`config.mk`:
```
export PLATFORM = sky130hd
export DESIGN_NAME = sacl_victim_sel
export DESIGN_NICKNAME = d
export VERILOG_FILES = /design/src/sv/sacl_pkg.sv /design/src/sv/sacl_victim_sel.sv
export SDC_FILE = /design/constraint.sdc
export NUM_CORES = 1
export LEC_CHECK = 0
export ABC_AREA = 1
export CORE_MARGIN = 2
export CORE_UTILIZATION = 62
export DETAILED_ROUTE_END_ITERATION = 8
export DONT_BUFFER_PORTS = 1
export GPL_TIMING_DRIVEN = 1
export PLACE_DENSITY = 0.81
export SLEW_MARGIN = 20
export SYNTH_ARGS = -nofsm -noshare
export SYNTH_HDL_FRONTEND = slang
export SYNTH_SLANG_ARGS = --single-unit
```
`constraint.sdc`:
```
create_clock -name vclk -period 5
set_input_delay 0.75 -clock vclk [all_inputs]
set_output_delay 0.75 -clock vclk [all_outputs]
set_load 0.005 [all_outputs]
```
`src/sv/sacl_pkg.sv`:
```
`timescale 1ns / 1ps

package sacl_pkg;

	localparam int STAMP_W = 32;
	localparam int USE_W   = 16;
	localparam int LAT_W   = 16;
	localparam int TOTAL_W = 32;
	localparam int CFG_IDX_W = 4;

	localparam logic [USE_W-1:0] USE_MAX = '1;

	typedef logic [STAMP_W-1:0] stamp_t;
	typedef logic [USE_W-1:0]   use_t;
	typedef logic [LAT_W-1:0]   lat_t;
	typedef logic [TOTAL_W-1:0] total_t;

	typedef enum logic [1:0] {
		OUT_HIT   = 2'd0,
		OUT_FILL  = 2'd1,
		OUT_EVICT = 2'd2
	} outcome_t;

	// configuration register indexes
	localparam logic [CFG_IDX_W-1:0] REG_LFU_MODE  = 4'd0;
	localparam logic [CFG_IDX_W-1:0] REG_HIT_LAT   = 4'd1;
	localparam logic [CFG_IDX_W-1:0] REG_MISS_LAT  = 4'd2;
	localparam logic [CFG_IDX_W-1:0] REG_EVICT_LAT = 4'd3;

endpackage

```
`src/sv/sacl_victim_sel.sv`:
```
`timescale 1ns / 1ps

module sacl_victim_sel #(
	parameter int WAYS  = 4,
	parameter int WAY_W = 2
) (
	input  logic                                   lfu_mode,
	input  logic [WAYS-1:0][sacl_pkg::STAMP_W-1:0] stamps,
	input  logic [WAYS-1:0][sacl_pkg::USE_W-1:0]   counts,
	output logic [WAY_W-1:0]                       victim_way
);
	import sacl_pkg::*;

	localparam int KEY_W = USE_W + STAMP_W;
	localparam int LVLS  = WAY_W;
	localparam int NP    = 1 << LVLS;

	logic [KEY_W-1:0] key_l [LVLS+1][NP];
	logic [WAY_W-1:0] idx_l [LVLS+1][NP];

	// Min tree; on equal keys the lower way wins, matching a first-to-last scan
	// with strict compare. Padding leaves carry the largest key and never win.
	always_comb begin
		for (int l = 0; l <= LVLS; l++) begin
			for (int i = 0; i < NP; i++) begin
				key_l[l][i] = '1;
				idx_l[l][i] = '0;
			end
		end
		for (int i = 0; i < WAYS; i++) begin
			key_l[0][i] = lfu_mode ? {counts[i], stamps[i]} : {{USE_W{1'b0}}, stamps[i]};
			idx_l[0][i] = WAY_W'(i);
		end
		for (int l = 0; l < LVLS; l++) begin
			for (int i = 0; i < (NP >> (l + 1)); i++) begin
				if (key_l[l][2*i+1] < key_l[l][2*i]) begin
					key_l[l+1][i] = key_l[l][2*i+1];
					idx_l[l+1][i] = idx_l[l][2*i+1];
				end else begin
					key_l[l+1][i] = key_l[l][2*i];
					idx_l[l+1][i] = idx_l[l][2*i];
				end
			end
		end
	end

	assign victim_way = idx_l[LVLS][0];

endmodule

```
==> flow_results.xml, run 1 <==
<?xml version="1.0" encoding="UTF-8"?>
<metrics>
  <group name="timing">
    <metric name="period_share" unit="">0.991</metric>
    <metric name="slew_headroom" unit="">0.780</metric>
    <metric name="period_needed" unit="ns">4.96</metric>
    <metric name="report.final.hold_viol_count" unit="">0</metric>
    <metric name="setup-violations-final" unit="">0</metric>
    <metric name="tns" unit="ns">0</metric>
    <metric name="report.final.slew_viol_count" unit="">0</metric>
    <metric name="timing_worst_slew_pin_value" unit="ns">0.326</metric>
    <metric name="maxClockFrequency" unit="MHz">202</metric>
  </group>
  <group name="power_and_ir_drop">
    <metric name="p_per_area" unit="nW/µm²">140</metric>
    <metric name="sw_frac_of_total" unit="">0.597</metric>
    <metric name="finalPower" unit="mW">0.711</metric>
    <metric name="comb_power_share" unit="">1.000</metric>
    <metric name="total_leakage_power" unit="nW">2.99</metric>
    <metric name="power.share.clock" unit="">0</metric>
    <metric name="switching_power" unit="mW">0.424</metric>
    <metric name="vdd.ir_drop.worst" unit="µV">75.6</metric>
    <metric name="internal_power" unit="mW">0.287</metric>
    <metric name="seq_power_share" unit="">0</metric>
  </group>
  <group name="placement">
    <metric name="place_inst" unit="">910</metric>
    <metric name="port-buffer-count" unit="">0</metric>
    <metric name="place.gp.congestion" unit="">0.904</metric>
    <metric name="placed_instance_area" unit="µm²">4830</metric>
    <metric name="dp_hpwl" unit="mm">11.0</metric>
  </group>
  <group name="grt">
    <metric name="global_route_total_overflow" unit="">0</metric>
    <metric name="grt_start_max_net_pins" unit="">65</metric>
    <metric name="grtUsageTotal" unit="">0.279</metric>
    <metric name="antenna_found_initial" unit="">0</metric>
    <metric name="grt_first_pass_wirelength" unit="mm">20.2</metric>
    <metric name="grt_pass1_vias" unit="">4783</metric>
  </group>
  <group name="layout">
    <metric name="antenna_cells_inserted" unit="">0</metric>
    <metric name="layout.core_utilization" unit="">0.695</metric>
    <metric name="layout.sequential_cells" unit="">0</metric>
    <metric name="final_area" unit="µm²">5090</metric>
    <metric name="fillers" unit="">680</metric>
    <metric name="layout.area.seq" unit="µm²">0</metric>
    <metric name="layout.nets" unit="">1156</metric>
    <metric name="layout_commonest_cell" unit="">sky130_fd_sc_hd__nand2_1</metric>
    <metric name="layout_common_cells" unit="">sky130_fd_sc_hd__nand2_1 (286), sky130_fd_sc_hd__ha_1 (136), sky130_fd_sc_hd__inv_1 (118)</metric>
    <metric name="area_growth" unit="%">7.19</metric>
    <metric name="n_clock_buffer" unit="">0</metric>
    <metric name="fin_cells" unit="">919</metric>
    <metric name="post_route_cells_drive_above_1_share" unit="">0.0622</metric>
  </group>
  <group name="route">
    <metric name="drt_pre_antenna_iters" unit="">5</metric>
    <metric name="drt_wl_total" unit="mm">13.2</metric>
    <metric name="drcViolationCount" unit="">0</metric>
    <metric name="num_vias" unit="">5303</metric>
    <metric name="wire_per_inst" unit="µm">14.4</metric>
    <metric name="detail_route.vias_per_cell" unit="">5.77</metric>
    <metric name="ant_nets" unit="">0</metric>
    <metric name="drtIter0Drc" unit="">192</metric>
  </group>
  <group name="setup_path">
    <metric name="critical_path.endpoint_type" unit="">primary output</metric>
    <metric name="critical_path.startpoint" unit="">lfu_mode</metric>
    <metric name="path_max_fanout" unit="">64</metric>
    <metric name="crit_end" unit="">victim_way[0]</metric>
    <metric name="criticalPathCategory" unit="">in2out</metric>
    <metric name="required" unit="ns">4.25</metric>
    <metric name="critical_path.startpoint_type" unit="">input port</metric>
    <metric name="critical_path_arrival" unit="ns">4.21</metric>
  </group>
  <group name="floorplan">
    <metric name="io-pin-count" unit="">195</metric>
    <metric name="row_count" unit="">31</metric>
    <metric name="design.core.area" unit="µm²">7330</metric>
    <metric name="die_y" unit="µm">91.5</metric>
    <metric name="die-area" unit="µm²">8380</metric>
    <metric name="floorplan.initialDensity" unit="">0.648</metric>
    <metric name="die_w" unit="µm">91.5</metric>
  </group>
  <group name="yosys">
    <metric name="synth_fp_nets" unit="">1166</metric>
    <metric name="netlist-cell-type-count" unit="">31</metric>
    <metric name="synthesis.area" unit="µm²">4750</metric>
    <metric name="yosysWarnings" unit="">0</metric>
    <metric name="post_synth_inst_count" unit="">832</metric>
    <metric name="avgSynthCellArea" unit="µm²">5.71</metric>
    <metric name="synth_seq_area_share" unit="">0</metric>
  </group>
  <group name="run_status">
    <metric name="outcome" unit="">complete, no violations</metric>
  </group>
  <group name="clocking">
    <metric name="cts_hold_buf" unit="">0</metric>
  </group>
  <group name="min_path">
    <metric name="worst_hold_path_type" unit="">in2out</metric>
  </group>
  <group name="job">
    <metric name="max_cap_viol_count" unit="">0</metric>
  </group>
</metrics>
## stage by stage
step	setup WS [ns]	hold slack [ns]
2_1_floorplan	0.00562	2.02
3_3_place_gp	0.100	2.13
3_5_place_dp	-0.0208	2.16
4_1_cts	0.0345	2.17
5_1_grt	-0.192	2.22
6_report	0.0429	2.16
## how the worst min path moves through the flow
stage | start | to | slack, ns | depth (start not counted)
6_report | stamps[126] | victim_way[1] | 2.16 | 8
3_5_place_dp | stamps[126] | victim_way[1] | 2.16 | 8
2_1_floorplan | stamps[127] | victim_way[1] | 2.02 | 8
4_1_cts | stamps[126] | victim_way[1] | 2.17 | 8
5_1_grt | stamps[127] | victim_way[1] | 2.22 | 8
3_3_place_gp | stamps[127] | victim_way[1] | 2.13 | 8
## power groups by stage
stage                     Combinational, mW  Clock [mW]  Sequential (mW)
after floorplan                       0.497           0                0
after global placement                0.596           0                0
after detailed placement              0.626           0                0
after CTS                             0.632           0                0
after global routing                  0.810           0                0
final                                 0.711           0                0
## Yosys cell counts, drive strengths merged
| master | instances | area share |
|---|---|---|
| a21oi | 60 | 0.063 |
| inv | 123 | 0.097 |
| ha | 141 | 0.37 |
| o21a | 4 | 0.0063 |
| nand3b | 1 | 0.0016 |
| clkbuf | 15 | 0.012 |
| nand2 | 292 | 0.23 |
| o221a | 1 | 0.0024 |
| a221oi | 1 | 0.0018 |
| and2 | 2 | 0.0032 |
| nor2 | 32 | 0.028 |
| a21o | 1 | 0.0016 |
| o21ai | 106 | 0.11 |
| nand4 | 12 | 0.016 |
| o21bai | 1 | 0.0016 |
| o221ai | 2 | 0.0037 |
| nor3 | 9 | 0.011 |
| buf | 12 | 0.012 |
| nor4b | 1 | 0.0018 |
| nor4 | 1 | 0.0013 |
| nand3 | 10 | 0.013 |
| a211oi | 4 | 0.0063 |
| o211ai | 1 | 0.0016 |
## cells by family after synthesis
logic type                 after synthesis  synth area share
and+or+nand+nor                        360             0.308
AOI/OAI and AO/OA                      181             0.200
buffers and inverters                  150             0.121
adders and majority gates              141             0.371
## repair_timing
action                                  in CTS  in global routing
cloned                                       0                  4
endpoints found under the setup margin       1                  2
buffers inserted                             0                  5
gates resized for setup                      2                 29
pin swaps                                    0                 11
## critical path: stages
cell,delay (ns)
sky130_fd_sc_hd__nand2_1,0.08
sky130_fd_sc_hd__inv_1,0.07
sky130_fd_sc_hd__ha_1,0.28
sky130_fd_sc_hd__nand2_1,0.08
sky130_fd_sc_hd__nor2_2,0.12
sky130_fd_sc_hd__nand4_1,0.17
sky130_fd_sc_hd__nor2_1,0.14
sky130_fd_sc_hd__nand2_1,0.08
sky130_fd_sc_hd__nand2_1,0.06
sky130_fd_sc_hd__nor2_1,0.06
sky130_fd_sc_hd__nand2_2,0.11
sky130_fd_sc_hd__buf_12,0.12
sky130_fd_sc_hd__clkinv_2,0.12
sky130_fd_sc_hd__o21ai_0,0.30
sky130_fd_sc_hd__ha_1,0.27
sky130_fd_sc_hd__nand3_1,0.11
sky130_fd_sc_hd__nor3_2,0.23
sky130_fd_sc_hd__buf_4,0.15
sky130_fd_sc_hd__nor4b_2,0.18
sky130_fd_sc_hd__buf_4,0.16
sky130_fd_sc_hd__nand2_1,0.07
sky130_fd_sc_hd__nor4_2,0.15
sky130_fd_sc_hd__nand2_1,0.12
sky130_fd_sc_hd__nand2_2,0.09
sky130_fd_sc_hd__nand2_2,0.05
sky130_fd_sc_hd__nand2_2,0.07
## layer usage
layer  vias to the layer above  share of wire  GRT usage
li1                       2717              -          -
met1                      2325           0.42      0.338
met2                       227           0.49      0.521
met3                        34          0.073     0.0340
met4                         0          0.021     0.0581
met5                         -              0          0
## final cells by class
cell class | count | area (µm²) | share of cell area
repair buffers | 13 | 194 | 0.0381
repair inverters | 2 | 10.0 | 0.00197
multi-input cells | 682 | 4300 | 0.844
inverters | 123 | 467 | 0.0916
well taps | 99 | 124 | 0.0243
(Power assumes the default switching activity.)
==> inputs of run 2 (changes only) <==
--- a/config.mk
+++ b/config.mk
@@ -12,6 +12,7 @@
 export DONT_BUFFER_PORTS = 1
 export GPL_TIMING_DRIVEN = 1
 export PLACE_DENSITY = 0.81
+export RECOVER_POWER = 25
 export SLEW_MARGIN = 20
 export SYNTH_ARGS = -nofsm -noshare
 export SYNTH_HDL_FRONTEND = slang
==> run 2 against run 1 <==
Power about the same; first-iteration DRC count fell by 0.52%; via count down 0.19%; final area hardly changed; final cell count did not move; core utilization hardly changed; wire length barely moved; setup slack gained 0.0061 ns.
==> flow_results.xml, run 2 (synthesis results as in run 1) <==
<?xml version="1.0" encoding="UTF-8"?>
<metrics>
  <group name="timing">
    <metric name="period_needed" unit="ns">4.95</metric>
    <metric name="slew_headroom" unit="">0.780</metric>
    <metric name="report.final.slew_viol_count" unit="">0</metric>
    <metric name="report.final.hold_viol_count" unit="">0</metric>
    <metric name="timing_worst_slew_pin_value" unit="ns">0.326</metric>
    <metric name="tns" unit="ns">0</metric>
    <metric name="setup-violations-final" unit="">0</metric>
    <metric name="period_share" unit="">0.990</metric>
    <metric name="maxClockFrequency" unit="MHz">202</metric>
  </group>
  <group name="job">
    <metric name="max_cap_viol_count" unit="">0</metric>
  </group>
  <group name="layout">
    <metric name="antenna_cells_inserted" unit="">0</metric>
    <metric name="layout.area.seq" unit="µm²">0</metric>
    <metric name="post_route_cells_drive_above_1_share" unit="">0.0622</metric>
    <metric name="layout.nets" unit="">1156</metric>
    <metric name="layout.sequential_cells" unit="">0</metric>
    <metric name="layout_common_cells" unit="">sky130_fd_sc_hd__nand2_1 (286), sky130_fd_sc_hd__ha_1 (136), sky130_fd_sc_hd__inv_1 (118)</metric>
    <metric name="layout_commonest_cell" unit="">sky130_fd_sc_hd__nand2_1</metric>
    <metric name="area_growth" unit="%">7.14</metric>
    <metric name="n_clock_buffer" unit="">0</metric>
  </group>
  <group name="grt">
    <metric name="grt_start_max_net_pins" unit="">65</metric>
    <metric name="grtUsageTotal" unit="">0.279</metric>
    <metric name="grt_pass1_vias" unit="">4783</metric>
    <metric name="grt_first_pass_wirelength" unit="mm">20.2</metric>
    <metric name="global_route_total_overflow" unit="">0</metric>
    <metric name="antenna_found_initial" unit="">0</metric>
  </group>
  <group name="min_path">
    <metric name="worst_hold_path_type" unit="">in2out</metric>
  </group>
  <group name="route">
    <metric name="drt_pre_antenna_iters" unit="">5</metric>
    <metric name="ant_nets" unit="">0</metric>
    <metric name="num_vias" unit="">5293</metric>
    <metric name="wire_per_inst" unit="µm">14.4</metric>
    <metric name="drtIter0Drc" unit="">191</metric>
    <metric name="detail_route.vias_per_cell" unit="">5.76</metric>
    <metric name="drt_wl_total" unit="mm">13.2</metric>
    <metric name="drcViolationCount" unit="">0</metric>
  </group>
  <group name="floorplan">
    <metric name="floorplan.initialDensity" unit="">0.648</metric>
    <metric name="row_count" unit="">31</metric>
    <metric name="die-area" unit="µm²">8380</metric>
    <metric name="die_w" unit="µm">91.5</metric>
    <metric name="die_y" unit="µm">91.5</metric>
    <metric name="design.core.area" unit="µm²">7330</metric>
    <metric name="io-pin-count" unit="">195</metric>
  </group>
  <group name="setup_path">
    <metric name="criticalPathCategory" unit="">in2out</metric>
    <metric name="critical_path_arrival" unit="ns">4.20</metric>
    <metric name="critical_path.endpoint_type" unit="">primary output</metric>
    <metric name="required" unit="ns">4.25</metric>
    <metric name="critical_path.startpoint_type" unit="">input port</metric>
    <metric name="path_max_fanout" unit="">64</metric>
  </group>
  <group name="power_and_ir_drop">
    <metric name="total_leakage_power" unit="nW">2.99</metric>
    <metric name="p_per_area" unit="nW/µm²">140</metric>
    <metric name="finalPower" unit="mW">0.711</metric>
    <metric name="vdd.ir_drop.worst" unit="µV">75.6</metric>
  </group>
  <group name="placement">
    <metric name="port-buffer-count" unit="">0</metric>
    <metric name="dp_hpwl" unit="mm">11.0</metric>
    <metric name="place.gp.congestion" unit="">0.904</metric>
  </group>
  <group name="run_status">
    <metric name="outcome" unit="">complete, no violations</metric>
  </group>
  <group name="clocking">
    <metric name="cts_hold_buf" unit="">0</metric>
  </group>
</metrics>
-- run 2: cell types whose count changed in the layout (fill, tap and decap cells not counted), sizes merged --
cell,delta
clkinv,-1
inv,+1
-- run 2: final timing paths --
check                  startpoint             to  slack [ns]  cells past startpoint
worst min-delay path  stamps[126]  victim_way[1]        2.16                      8
worst max-delay path     lfu_mode  victim_way[0]        0.05                     26
-- run 2: cell type report --
type	instances	area, µm²
inverter	123	464
fill	681	2240
multi-input combinational	682	4300
tap	99	124
timing repair buffer	13	194
timing repair inverter	2	10.0
-- run 2: worst max-delay path, stage by stage --
cell and delay [ns]:
sky130_fd_sc_hd__nand2_1 0.08, sky130_fd_sc_hd__inv_1 0.07, sky130_fd_sc_hd__ha_1 0.28, sky130_fd_sc_hd__nand2_1 0.08, sky130_fd_sc_hd__nor2_2 0.12, sky130_fd_sc_hd__nand4_1 0.17
sky130_fd_sc_hd__nor2_1 0.14, sky130_fd_sc_hd__nand2_1 0.08, sky130_fd_sc_hd__nand2_1 0.06, sky130_fd_sc_hd__nor2_1 0.06, sky130_fd_sc_hd__nand2_2 0.11, sky130_fd_sc_hd__buf_12 0.12
sky130_fd_sc_hd__clkinv_2 0.12, sky130_fd_sc_hd__o21ai_0 0.30, sky130_fd_sc_hd__ha_1 0.27, sky130_fd_sc_hd__nand3_1 0.11, sky130_fd_sc_hd__nor3_2 0.23, sky130_fd_sc_hd__buf_4 0.15
sky130_fd_sc_hd__nor4b_2 0.18, sky130_fd_sc_hd__buf_4 0.16, sky130_fd_sc_hd__nand2_1 0.07, sky130_fd_sc_hd__nor4_2 0.15, sky130_fd_sc_hd__nand2_1 0.12, sky130_fd_sc_hd__nand2_2 0.09
sky130_fd_sc_hd__nand2_2 0.05, sky130_fd_sc_hd__nand2_2 0.07
-- run 2: timing repair --
item,4_1_cts,5_1_grt
pin swaps,0,11
resized for setup,2,29
cloned,0,4
endpoints found under the setup margin,1,2
buffers inserted,0,5
-- run 2: where the power goes --
group	switching [mW]	leakage [nW]	total [mW]	internal, mW
combinational	0.424	2.99	0.711	0.287
sequential	0	0	0	0
clock	0	0	0	0
total	0.424	2.99	0.711	0.287
-- run 2: routing by layer --
metal	track usage	wire length, µm	up-vias
met1	0.338	5540	2326
li1	-	-	2717
met3	0.0340	945	32
met2	0.521	6440	218
met4	0.0581	275	0
met5	0	0	-
-- run 2: per-stage QoR --
stage	cells	util	instance area [µm²]	hold WS, ns	setup WS (ns)
global placement	910	0.659	4830	2.13	0.100
global route	919	0.694	5090	2.22	-0.185
floorplan	832	-	4760	2.02	0.00562
CTS	910	0.660	4840	2.17	0.0345
finish	919	0.694	5090	2.16	0.0490
detailed placement	910	0.659	4830	2.16	-0.0208
